`src/rtl/core/assert_macros.svh`:
```
// Assertion macros used by the top level of the unfold address generator.
`ifndef ASSERT_MACROS_SVH
`define ASSERT_MACROS_SVH

// Clocked property, ignored while reset is high.
`define ASSERT_DIS(label, clk, rst, prop) \
   label: assert property (@(posedge clk) disable iff (rst) prop) \
      else $error("assertion failed");

// Clocked property, checked in every cycle including reset.
`define ASSERT_ALWAYS(label, clk, prop) \
   label: assert property (@(posedge clk) prop) \
      else $error("assertion failed");

`endif

```
`src/rtl/core/tuag_pkg.sv`:
```
// Package: sizes, register indexes and shared types of the unfold address generator.
package tuag_pkg;

   localparam int MAX_DIMS       = 8;
   localparam int EXTENT_BITS    = 4;
   localparam int DIM_W          = (MAX_DIMS > 1) ? $clog2(MAX_DIMS) : 1;
   localparam int CNT_W          = DIM_W + 1;
   localparam int ROW_FIELD_BITS = 3;
   localparam int ROW_FIELDS     = 8;
   localparam int CSR_DATA_W     = 32;
   localparam int CSR_INDEX_W    = 2;

   typedef enum logic [CSR_INDEX_W-1:0] {
      CSR_DIM_COUNT = 2'd0,
      CSR_ROW_COUNT = 2'd1,
      CSR_EXTENTS   = 2'd2,
      CSR_ROW_ORDER = 2'd3
   } tuag_csr_type;

   typedef struct packed {
      logic [3:0]  dim_count;
      logic [3:0]  row_count;
      logic [31:0] extents_minus_one;
      logic [23:0] row_order;
   } tuag_cfg_type;

   // Traversal plan, per permuted position: bound minus one and offset step
   // taken when that position is the one that increments.
   typedef struct packed {
      logic [CNT_W-1:0]                      used_dims;
      logic [MAX_DIMS-1:0][EXTENT_BITS-1:0]  bound_m1;
      logic [MAX_DIMS-1:0][31:0]             delta;
   } tuag_plan_type;

endpackage

```
`src/rtl/core/tuag_derive.sv`:
```
// Plan sequencer: permuted order, strides and per-position offset steps.
module tuag_derive (
   input  logic                   clock,
   input  logic                   reset,
   input  logic                   start,
   input  tuag_pkg::tuag_cfg_type cfg,
   output logic                   busy,
   output tuag_pkg::tuag_plan_type plan
);
   import tuag_pkg::*;

   typedef enum logic [1:0] {PH_ROWS, PH_REST, PH_DELTA, PH_IDLE} phase_type;

   phase_type                           phase_ff;
   logic [DIM_W-1:0]                    step_ff;
   logic [CNT_W-1:0]                    pos_ff;
   logic [MAX_DIMS-1:0]                 taken_ff;
   logic [MAX_DIMS-1:0][DIM_W-1:0]      perm_ff;
   logic [MAX_DIMS-1:0][31:0]           stride_ff;
   logic [31:0]                         run_ff;
   logic [31:0]                         acc_ff;
   tuag_plan_type                       plan_ff;

   logic [CNT_W-1:0]        dims;
   logic [CNT_W-1:0]        rows;
   logic [ROW_FIELD_BITS-1:0] sel;
   logic [DIM_W-1:0]        sel_ix;
   logic                    row_ok;
   logic                    rest_ok;
   logic                    step_last;
   logic [DIM_W-1:0]        perm_cur;
   logic [31:0]             stride_cur;
   logic [EXTENT_BITS-1:0]  bound_cur;
   logic [EXTENT_BITS-1:0]  ext_step;
   logic [31:0]             run_in;
   logic [31:0]             acc_in;

   // Extent field k minus one; fields beyond the register mean extent one.
   function automatic logic [EXTENT_BITS-1:0] ext_m1(input logic [31:0] ext,
                                                      input int unsigned k);
      int unsigned sh;
      sh = k * EXTENT_BITS;
      if (sh >= 32) return '0;
      return EXTENT_BITS'(ext >> sh);
   endfunction

   always_comb begin
      if (cfg.dim_count == 4'd0) begin
         dims = CNT_W'(1);
      end else if (32'(cfg.dim_count) > 32'(MAX_DIMS)) begin
         dims = CNT_W'(MAX_DIMS);
      end else begin
         dims = CNT_W'(cfg.dim_count);
      end
      if (32'(cfg.row_count) > 32'(dims)) begin
         rows = dims;
      end else begin
         rows = CNT_W'(cfg.row_count);
      end
      if (32'(rows) > 32'(ROW_FIELDS)) begin
         rows = CNT_W'(ROW_FIELDS);
      end
      sel       = ROW_FIELD_BITS'(cfg.row_order >> (ROW_FIELD_BITS * 32'(step_ff)));
      sel_ix    = DIM_W'(sel);
      row_ok    = (32'(step_ff) < 32'(rows)) && (32'(sel) < 32'(dims))
                  && !taken_ff[sel_ix];
      rest_ok   = (32'(step_ff) < 32'(dims)) && !taken_ff[step_ff];
      step_last = (step_ff == DIM_W'(MAX_DIMS - 1));
      ext_step  = ext_m1(cfg.extents_minus_one, 32'(step_ff));
      run_in    = 32'(run_ff * (32'(ext_step) + 32'd1));
      perm_cur  = perm_ff[step_ff];
      stride_cur = stride_ff[perm_cur];
      bound_cur = ext_m1(cfg.extents_minus_one, 32'(perm_cur));
      acc_in    = acc_ff + 32'(stride_cur * 32'(bound_cur));
   end

   always_ff @(posedge clock) begin
      if (reset || start) begin
         phase_ff <= PH_ROWS;
         step_ff  <= '0;
         pos_ff   <= '0;
         taken_ff <= '0;
         perm_ff  <= '0;
         run_ff   <= 32'd1;
         acc_ff   <= '0;
      end else begin
         case (phase_ff)
            PH_ROWS: begin
               // strides build up alongside the row list
               stride_ff[step_ff] <= run_ff;
               run_ff             <= run_in;
               if (row_ok) begin
                  taken_ff[sel_ix]             <= 1'b1;
                  perm_ff[pos_ff[DIM_W-1:0]]   <= sel_ix;
                  pos_ff                       <= pos_ff + CNT_W'(1);
               end
               step_ff <= step_ff + DIM_W'(1);
               if (step_last) begin
                  phase_ff <= PH_REST;
                  step_ff  <= '0;
               end
            end
            PH_REST: begin
               if (rest_ok) begin
                  perm_ff[pos_ff[DIM_W-1:0]] <= step_ff;
                  pos_ff                     <= pos_ff + CNT_W'(1);
               end
               step_ff <= step_ff + DIM_W'(1);
               if (step_last) begin
                  phase_ff <= PH_DELTA;
                  step_ff  <= '0;
               end
            end
            PH_DELTA: begin
               // step = own stride minus the span wound back on lower positions
               plan_ff.delta[step_ff]    <= stride_cur - acc_ff;
               plan_ff.bound_m1[step_ff] <= bound_cur;
               plan_ff.used_dims         <= dims;
               acc_ff                    <= acc_in;
               step_ff                   <= step_ff + DIM_W'(1);
               if (step_last) begin
                  phase_ff <= PH_IDLE;
                  step_ff  <= '0;
               end
            end
            PH_IDLE: begin
               phase_ff <= PH_IDLE;
            end
            default: begin
               phase_ff <= PH_IDLE;
            end
         endcase
      end
   end

   assign busy = (phase_ff != PH_IDLE);
   assign plan = plan_ff;

endmodule

```
`src/rtl/core/tensor_unfold_address_gen_unit.sv`:
```
// Top level: gather-address generator for tensor matricization (unfolding).
//
// Each request item yields one response item: the column-major source offset of the next
// element of the unfolded tensor, its linear destination index and a flag on the final
// element, after which the count wraps to zero. Setting req_restart starts the item at
// element zero. Registers are written through the csr_ port (index 0 dim_count, 1 row_count,
// 2 extents_minus_one, 3 row_order); every write, and reset, clears the count and starts a
// plan pass that holds req_ready low while the permuted order, strides and per-digit offset
// steps are rebuilt, one position per cycle. After that one item is taken every cycle while
// the skid stage is empty: the offset is updated incrementally by a single 32-bit add of the
// step of the digit that increments, selected by a priority scan of the digits. Results sit
// in an output register backed by a one-item skid stage: while a result waits the request
// side takes one more item, and a full skid stage then holds req_ready low until the
// waiting item leaves; an accepted item goes straight into the output register when it is free.
module tensor_unfold_address_gen_unit (
   input  logic                           clock,
   input  logic                           reset,
   input  logic                           csr_we,
   input  logic [tuag_pkg::CSR_INDEX_W-1:0] csr_index,
   input  logic [tuag_pkg::CSR_DATA_W-1:0]  csr_wdata,
   input  logic                           req_valid,
   output logic                           req_ready,
   input  logic                           req_restart,
   output logic                           rsp_valid,
   input  logic                           rsp_ready,
   output logic [31:0]                    rsp_src_offset,
   output logic [31:0]                    rsp_dst_index,
   output logic                           rsp_last
);
   import tuag_pkg::*;
   `include "assert_macros.svh"

   tuag_cfg_type                          cfg_ff;
   tuag_plan_type                         plan;
   logic                                  busy;

   logic [MAX_DIMS-1:0][EXTENT_BITS-1:0]  digit_ff;
   logic [MAX_DIMS-1:0][EXTENT_BITS-1:0]  digit_in;
   logic [31:0]                           offset_ff;
   logic [31:0]                           offset_in;
   logic [31:0]                           dest_ff;
   logic [31:0]                           dest_in;

   logic                                  out_valid_ff;
   logic [31:0]                           out_offset_ff;
   logic [31:0]                           out_dest_ff;
   logic                                  out_last_ff;
   logic                                  skid_valid_ff;
   logic [31:0]                           skid_offset_ff;
   logic [31:0]                           skid_dest_ff;
   logic                                  skid_last_ff;

   logic [MAX_DIMS-1:0][EXTENT_BITS-1:0]  eff_digit;
   logic [MAX_DIMS-1:0]                   at_max;
   logic [DIM_W-1:0]                      carry_pos;
   logic [31:0]                           eff_offset;
   logic [31:0]                           eff_dest;
   logic                                  item_last;
   logic                                  accept;
   logic                                  take;

   // ---------------------------------------------------------------- registers
   always_ff @(posedge clock) begin
      if (reset) begin
         cfg_ff.dim_count         <= 4'd1;
         cfg_ff.row_count         <= '0;
         cfg_ff.extents_minus_one <= '0;
         cfg_ff.row_order         <= '0;
      end else if (csr_we) begin
         case (tuag_csr_type'(csr_index))
            CSR_DIM_COUNT: cfg_ff.dim_count         <= csr_wdata[3:0];
            CSR_ROW_COUNT: cfg_ff.row_count         <= csr_wdata[3:0];
            CSR_EXTENTS:   cfg_ff.extents_minus_one <= csr_wdata[31:0];
            CSR_ROW_ORDER: cfg_ff.row_order         <= csr_wdata[23:0];
            default:       cfg_ff                   <= cfg_ff;
         endcase
      end
   end

   // Rebuild the plan after reset and after every register write.
   tuag_derive u_derive (
      .clock (clock),
      .reset (reset),
      .start (csr_we),
      .cfg   (cfg_ff),
      .busy  (busy),
      .plan  (plan)
   );

   // ---------------------------------------------------------------- step logic
   assign accept = req_valid && req_ready;
   assign take   = out_valid_ff && rsp_ready;

   always_comb begin
      eff_offset = req_restart ? '0 : offset_ff;
      eff_dest   = req_restart ? '0 : dest_ff;
      for (int j = 0; j < MAX_DIMS; j++) begin
         eff_digit[j] = req_restart ? '0 : digit_ff[j];
         // positions beyond the used dimensions count as wound up
         at_max[j] = (j >= 32'(plan.used_dims)) || (eff_digit[j] == plan.bound_m1[j]);
      end
      item_last = &at_max;
      // lowest position not yet at its bound increments; all below it wrap
      carry_pos = '0;
      for (int j = MAX_DIMS - 1; j >= 0; j--) begin
         if (!at_max[j]) carry_pos = DIM_W'(j);
      end
      for (int j = 0; j < MAX_DIMS; j++) begin
         if (item_last || (DIM_W'(j) < carry_pos)) begin
            digit_in[j] = '0;
         end else if (DIM_W'(j) == carry_pos) begin
            digit_in[j] = eff_digit[j] + EXTENT_BITS'(1);
         end else begin
            digit_in[j] = eff_digit[j];
         end
      end
      offset_in = item_last ? '0 : eff_offset + plan.delta[carry_pos];
      dest_in   = item_last ? '0 : eff_dest + 32'd1;
   end

   always_ff @(posedge clock) begin
      if (reset || csr_we) begin
         digit_ff  <= '0;
         offset_ff <= '0;
         dest_ff   <= '0;
      end else if (accept) begin
         digit_ff  <= digit_in;
         offset_ff <= offset_in;
         dest_ff   <= dest_in;
      end
   end

   // ---------------------------------------------------------------- output + skid
   always_ff @(posedge clock) begin
      if (reset) begin
         out_valid_ff  <= 1'b0;
         skid_valid_ff <= 1'b0;
      end else begin
         if (skid_valid_ff) begin
            // refill the output from the skid stage once the waiting item leaves
            if (take) begin
               out_valid_ff  <= 1'b1;
               skid_valid_ff <= 1'b0;
            end
         end else if (accept && (take || !out_valid_ff)) begin
            out_valid_ff <= 1'b1;
         end else if (accept) begin
            skid_valid_ff <= 1'b1;
         end else if (take) begin
            out_valid_ff <= 1'b0;
         end
      end
   end

   always_ff @(posedge clock) begin
      if (skid_valid_ff && take) begin
         out_offset_ff <= skid_offset_ff;
         out_dest_ff   <= skid_dest_ff;
         out_last_ff   <= skid_last_ff;
      end else if (accept && (take || !out_valid_ff)) begin
         out_offset_ff <= eff_offset;
         out_dest_ff   <= eff_dest;
         out_last_ff   <= item_last;
      end
      if (accept && out_valid_ff && !take) begin
         skid_offset_ff <= eff_offset;
         skid_dest_ff   <= eff_dest;
         skid_last_ff   <= item_last;
      end
   end

   // hold off requests while the plan is rebuilt or the skid stage is full
   assign req_ready      = !busy && !skid_valid_ff;
   assign rsp_valid      = out_valid_ff;
   assign rsp_src_offset = out_offset_ff;
   assign rsp_dst_index  = out_dest_ff;
   assign rsp_last       = out_last_ff;

   // ---------------------------------------------------------------- assertions
   `ASSERT_ALWAYS(a_skid_behind_out, clock, skid_valid_ff |-> out_valid_ff)
   `ASSERT_DIS(a_csr_blocks_items, clock, reset, csr_we |=> !req_ready)
   `ASSERT_DIS(a_last_wraps, clock, reset, (accept && item_last) |=> (digit_ff == '0 && dest_ff == '0 && offset_ff == '0))
   `ASSERT_DIS(a_first_offset_zero, clock, reset, (rsp_valid && rsp_dst_index == 32'd0) |-> (rsp_src_offset == 32'd0))

endmodule

```
`config.mk`:
```
export PLATFORM = sky130hd
export DESIGN_NAME = tensor_unfold_address_gen_unit
export DESIGN_NICKNAME = d
export VERILOG_FILES = /design/src/rtl/core/tuag_pkg.sv /design/src/rtl/core/tuag_derive.sv /design/src/rtl/core/tensor_unfold_address_gen_unit.sv
export VERILOG_INCLUDE_DIRS = /design/src /design/src/rtl/core
export SDC_FILE = /design/constraint.sdc
export NUM_CORES = 2
export LEC_CHECK = 0
export BUFFER_PORTS_ARGS = -buffer_cell sky130_fd_sc_hd__buf_2
export CAP_MARGIN = 20
export CORE_UTILIZATION = 62
export CTS_CLUSTER_SIZE = 8
export DETAILED_ROUTE_END_ITERATION = 8
export PLACE_DENSITY_LB_ADDON = 0.25
export SLEW_MARGIN = 25
export SYNTH_ARGS = -nofsm -noshare
export SYNTH_HDL_FRONTEND = slang
export SYNTH_SLANG_ARGS = --single-unit
```
`constraint.sdc`:
```
create_clock -name clock -period 19.5 [get_ports clock]
set_clock_uncertainty 0.1 [all_clocks]
set_input_delay 4.875 -clock clock [delete_from_list [all_inputs] [get_ports clock]]
set_output_delay 4.875 -clock clock [all_outputs]
set_load 0.02 [all_outputs]
```
Yosys cells after proc, flatten, opt, wreduce, memory -nomap -nowiden
Index checks and enable logic that the tools add are counted.
- bits in registers: 945
- latch bits: 0
- bits in writable memories: 0
- bits in read-only memories: 0
- bits of input ports: 40
- output and inout bits: 67
- word-level logic and storage cells: 297
- memories: 0
- $add $sub $neg: 15
- $mul: 3
- divide/modulo/power cells: 0
- magnitude comparators: 32
- eq/ne operators: 30
- shift-type cells: 3
- multiplexer cells: 95
- bitwise operators: 2
- reductions and logical operators: 56
- operators by type and width (cell ; number):
    $bwmux W256 ; 2
    $mux W32 ; 11
    $bmux W32 S3 ; 2
    $mux W4 ; 35
    $demux W32 S3 ; 1
    $add A32 B32 Y32 ; 2
    $shr A32 B5 Y4 ; 2
    $bwmux W24 ; 2
    $mux W24 ; 2
    $pmux W24 S2 ; 1
    $add A4 B1 Y4 const B ; 9
    $mux W3 ; 11
    $add A32 B1 Y32 const B ; 1
    $bwmux W32 ; 1
    $eq A4 B4 Y1 ; 8
    $mul A32 B32 Y32 ; 1
    $mul A32 B4 Y32 ; 1
    $sub A32 B32 Y32 ; 1
    $shr A24 B5 Y3 ; 1
    $lt A3 B4 Y1 const B ; 5
    $logic_or A1 B1 Y1 ; 18
    $ge A3 B4 Y1 const A ; 4
    $mux W1 ; 16
    $reduce_and A2 Y1 ; 7
    41 further kinds ; 92

Longest topological paths before layout
- depth after elaboration: 15
- gate-level depth with buffers: 33
- gate-level depth less buffers: 27

Cells and area by module
Synthesis repeated with hierarchy kept, for this count alone.
- cells, all modules: 4895
- area, all modules: 50752.4 µm²
- by module, submodules not included (module ; instances ; cells an instance ; area each (µm²)):
    tuag_derive ; 1 ; 3011 ; 34459.3
    tensor_unfold_address_gen_unit ; 1 ; 1884 ; 16293.1

Least setup slack after synthesis
OpenSTA, ideal clock, no wires.
- path type: input to register
- from: input req_valid
- to: register out_dest_ff[0] (netlist: rsp_dst_index[0]), enable pin
- library setup time: 0.578 ns
- data arrival time: 10.174 ns
- data required time: 18.822 ns
- setup slack: 8.648 ns
- stages: 5
- buffers on the path: 3
- cells stage by stage: nand2_1 clkbuf_1 buf_1 clkbuf_1 o21ai_0
- cells in the longest elaborated chain, start to end: 3
- RTL lines (item ; RTL line ; text):
    start: declaration ; tensor_unfold_address_gen_unit.sv:21 ; input logic req_valid,
    $logic_and A1 B1 Y1 ; tensor_unfold_address_gen_unit.sv:91 ; assign accept = req_valid && req_ready;
    $logic_and A1 B1 Y1 ; tensor_unfold_address_gen_unit.sv:160 ; end else if (accept && (take || !out_valid_ff)) begin
    $reduce_bool A2 Y1 (no source line) ; n/a ;
    end signal: assignment ; tensor_unfold_address_gen_unit.sv:158 ; out_dest_ff <= skid_dest_ff;
    end signal: assignment ; tensor_unfold_address_gen_unit.sv:162 ; out_dest_ff <= eff_dest;
    end: declaration ; tensor_unfold_address_gen_unit.sv:46 ; logic [31:0] out_dest_ff;
No other way between the ends.
A chain may end at the register's enable or synchronous reset.

Final worst setup path
- from: input req_restart
- to: register offset_ff[31]
- cells in the longest elaborated chain, start to end: 15
- elaborated cells between the ends (all ways): 38
- RTL lines (item ; RTL line ; text):
    start: declaration ; tensor_unfold_address_gen_unit.sv:23 ; input logic req_restart,
    $mux W4 ; tensor_unfold_address_gen_unit.sv:98 ; eff_digit[j] = req_restart ? '0 : digit_ff[j];
    $eq A4 B4 Y1 ; tensor_unfold_address_gen_unit.sv:100 ; at_max[j] = (j >= 32'(plan.used_dims)) || (eff_digit[j] == plan.bound_m1[j]);
    $logic_or A1 B1 Y1 ; tensor_unfold_address_gen_unit.sv:100 ;
    $mux W3 (8 in series) ; tensor_unfold_address_gen_unit.sv:106 ; if (!at_max[j]) carry_pos = DIM_W'(j);
    $bmux W32 S3 ; tensor_unfold_address_gen_unit.sv:117 ; offset_in = item_last ? '0 : eff_offset + plan.delta[carry_pos];
    $mux W32 (implied by the code) ; tensor_unfold_address_gen_unit.sv:117 ;
    $add A32 B32 Y32 ; tensor_unfold_address_gen_unit.sv:117 ;
    $mux W32 (*) ; tensor_unfold_address_gen_unit.sv:117 ;
    end signal: assignment ; tensor_unfold_address_gen_unit.sv:128 ; offset_ff <= offset_in;
    end: declaration ; tensor_unfold_address_gen_unit.sv:39 ; logic [31:0] offset_ff;
Every way passes the cells marked *; elsewhere a longest branch is shown, timed or not. The select of a mux whose other input is x is not followed.

==> metrics.cfg <==
[cts]
postCtsSetupBuffers = 0
cts_resized = 0
ctsHoldBuffers = 0
ctsHtreeMaxLevel = 4
clock-root-buffer = clkbuf_16
cts_made_buffers = 136
path_clk_slew_ns = 0.05
clockBufferDepth = 3
clock_latency_ns = 0.73
cts_tree = built
clock-sinks = 944

[yosys]
syn_area_mm2 = 0.0505
synth_seq_cells = 944
syn_nets = 5308
synth_area_leader_cell = edfxtp_1
ys_warn_count = 0
syn_area_per_cell_um2 = 10.2
ys.flop_type = edfxtp_1
synth_top_area_share = 0.403
synthTopCellsByArea = edfxtp_1, dfxtp_1, nand2_1
synthArstFlopShare = 0
synth_cell_type_count = 97
yosysSeqAreaShare = 0.509
synth_edf_count = 678
synth_cells = 4943

[critical_path]
required_ns = 20.00
cp-end-kind = flip-flop
cpMaxStageDelayCell = buf_4
max_stage_delay_ns = 0.68
criticalPathCategory = input port to flip-flop
startpoint_type = input port
critPathMaxFanout = 69
arrival_ns = 12.43
reg2reg_from = u_derive.step_ff[0]
worstSetupStartpoint = req_restart
critPathMostFrequentCell = buf_4

[global_routing]
busiest_layer = met2
grt_use_met1 = 0.385
antenna_found_initial = 0
grtUsageTotal = 0.295
grt_pass1_vias = 36228
grt_overflow_total = 0
grt_pass1_wl_mm = 192
grt_max_degree = 81
met2_usage = 0.502
grt_use_met3 = 0.0417

[floorplanning]
fp-row-count = 104
fp.dieH_um = 287
die_w_um = 287
initial_utilization = 0.627
dieArea_mm2 = 0.0826
core_mm2 = 0.0805
io_pins = 107

[power_and_ir_drop]
p_total_mw = 4.82
vdd_ir_drop_max_uv = 89.5
power_density_mw_per_mm2 = 86.1
leakagePower_nw = 21.9

[routing]
via_per_inst = 5.97
vias = 36702
ant_nets = 0
drtIter0Drc = 3123
drt_wl_total_mm = 121
drc = 0
drt_first_pass_iters = 6
wl_per_cell_um = 19.6

[sta]
finalCritPeriodShare = 0.612
fmaxAchievable_mhz = 83.8
setup_slack_ns = 7.57
worst_slew_pin_slew_ns = 1.08
setup_violations = 0
rsz0062_at_grt = false
finalWorstPathRequiredPeriod_ns = 11.93
holdWs_ns = 0.350
tns_ns = 0
slew_violations = 0
final-hold-violation-count = 0
slew_headroom = 0.272

[layout]
n_antenna_cell = 0
fin_cells = 6148
fin_area_mm2 = 0.0560
utilization = 0.695
layout_common_cells = nand2_1, edfxtp_1, a21oi_1
syn2layout_area_growth_pct = 10.9
mostFrequentLayoutCell = nand2_1
drive_gt1_frac = 0.0829
nets = 5365

[placed_design]
place_ws_ns = 7.09
port-buffer-count = 106
placed_cell_area_mm2 = 0.0520
gp_congestion = 0.931
dp_cells = 5922
hpwl_mm = 77.9

[outcome]
status = completed

[job]
drv_cap = 0

[hold_path]
min_path_type = flip-flop to flip-flop
min-delay-start = offset_ff[1]

[synthesized netlist by cell type (27+ instances only)]
master    number
fa_1         171
buf_2         27
nand3_1      138
a21oi_1      325
mux2i_1       70
nor2b_1       89
nor3_1        52
edfxtp_1     678
a21o_1        62
ha_1         154
clkbuf_1     188
a31oi_1       38
xor2_1        45
o221ai_1      34
o211ai_1      38
o22ai_1       31
inv_1        307
xnor2_1      105
nand2_1      954
o21ai_0      191
dfxtp_1      266
nor2_1       306
and2_1       213
[kinds of logic (layout without fill, tap and decap cells)]
family | count (synthesis) | in the layout | share of synthesized area
adders and majority gates | 325 | 325 | 0.106
DFF | 944 | 944 | 0.509
xor gates and xnor gates | 152 | 152 | 0.0268
AOI/OAI and AO/OA | 953 | 953 | 0.119
muxes | 103 | 103 | 0.0239
buffers and inverters | 557 | 702 | 0.0435
and+or+nand+nor | 1909 | 1909 | 0.172
[flip-flops by register name, summed over array words and instances (netlist names), 2 cells and up]
name,cells
u_derive.plan,292
u_derive.stride_ff,256
cfg_ff,64
dest_ff,32
digit_ff,32
offset_ff,32
rsp_dst_index,32
rsp_src_offset,32
skid_dest_ff,32
skid_offset_ff,32
u_derive.acc_ff,32
u_derive.run_ff,32
u_derive.perm_ff,24
u_derive.taken_ff,8
u_derive.pos_ff,3
u_derive.step_ff,3
u_derive.phase_ff,2
[worst max-delay path: cells and delay by family]
| kind | cells | cell delay, ns |
|---|---|---|
| AOI/OAI and AO/OA | 16 | 3.59 |
| adders and majority gates | 1 | 0.33 |
| and+or+nand+nor | 6 | 2.03 |
| buffers and inverters | 3 | 1.51 |
[area by class of cell]
cell class / count / area, um^2
Sequential cell: 944 / 25700
Fill cell: 5881 / 24500
Multi-Input combinational cell: 3442 / 22900
Clock buffer: 215 / 3720
Tap cell: 1060 / 1330
Inverter: 311 / 1170
Timing Repair Buffer: 165 / 976
Clock inverter: 11 / 244
[metal layers]
| metal | up-vias | share of wire |
|---|---|---|
| li1 | 17314 | - |
| met1 | 17824 | 0.41 |
| met2 | 1347 | 0.49 |
| met3 | 217 | 0.069 |
| met4 | 0 | 0.029 |
| met5 | - | 0 |
[final timing paths]
kind	end	slack, ns	cells past startpoint
min	offset_ff[1]	0.35	2
max	offset_ff[31]	7.57	26
max reg2reg	u_derive.acc_ff[29]	10.48	28
min reg2reg	offset_ff[1]	0.35	2
[power by group]
part	leakage (nW)	switching [mW]	internal, mW
Sequential	8.33	0.00702	2.20
Combinational	11.7	0.295	0.137
Clock	1.89	0.866	1.32
No activity file was read; power rests on OpenSTA's default activity.
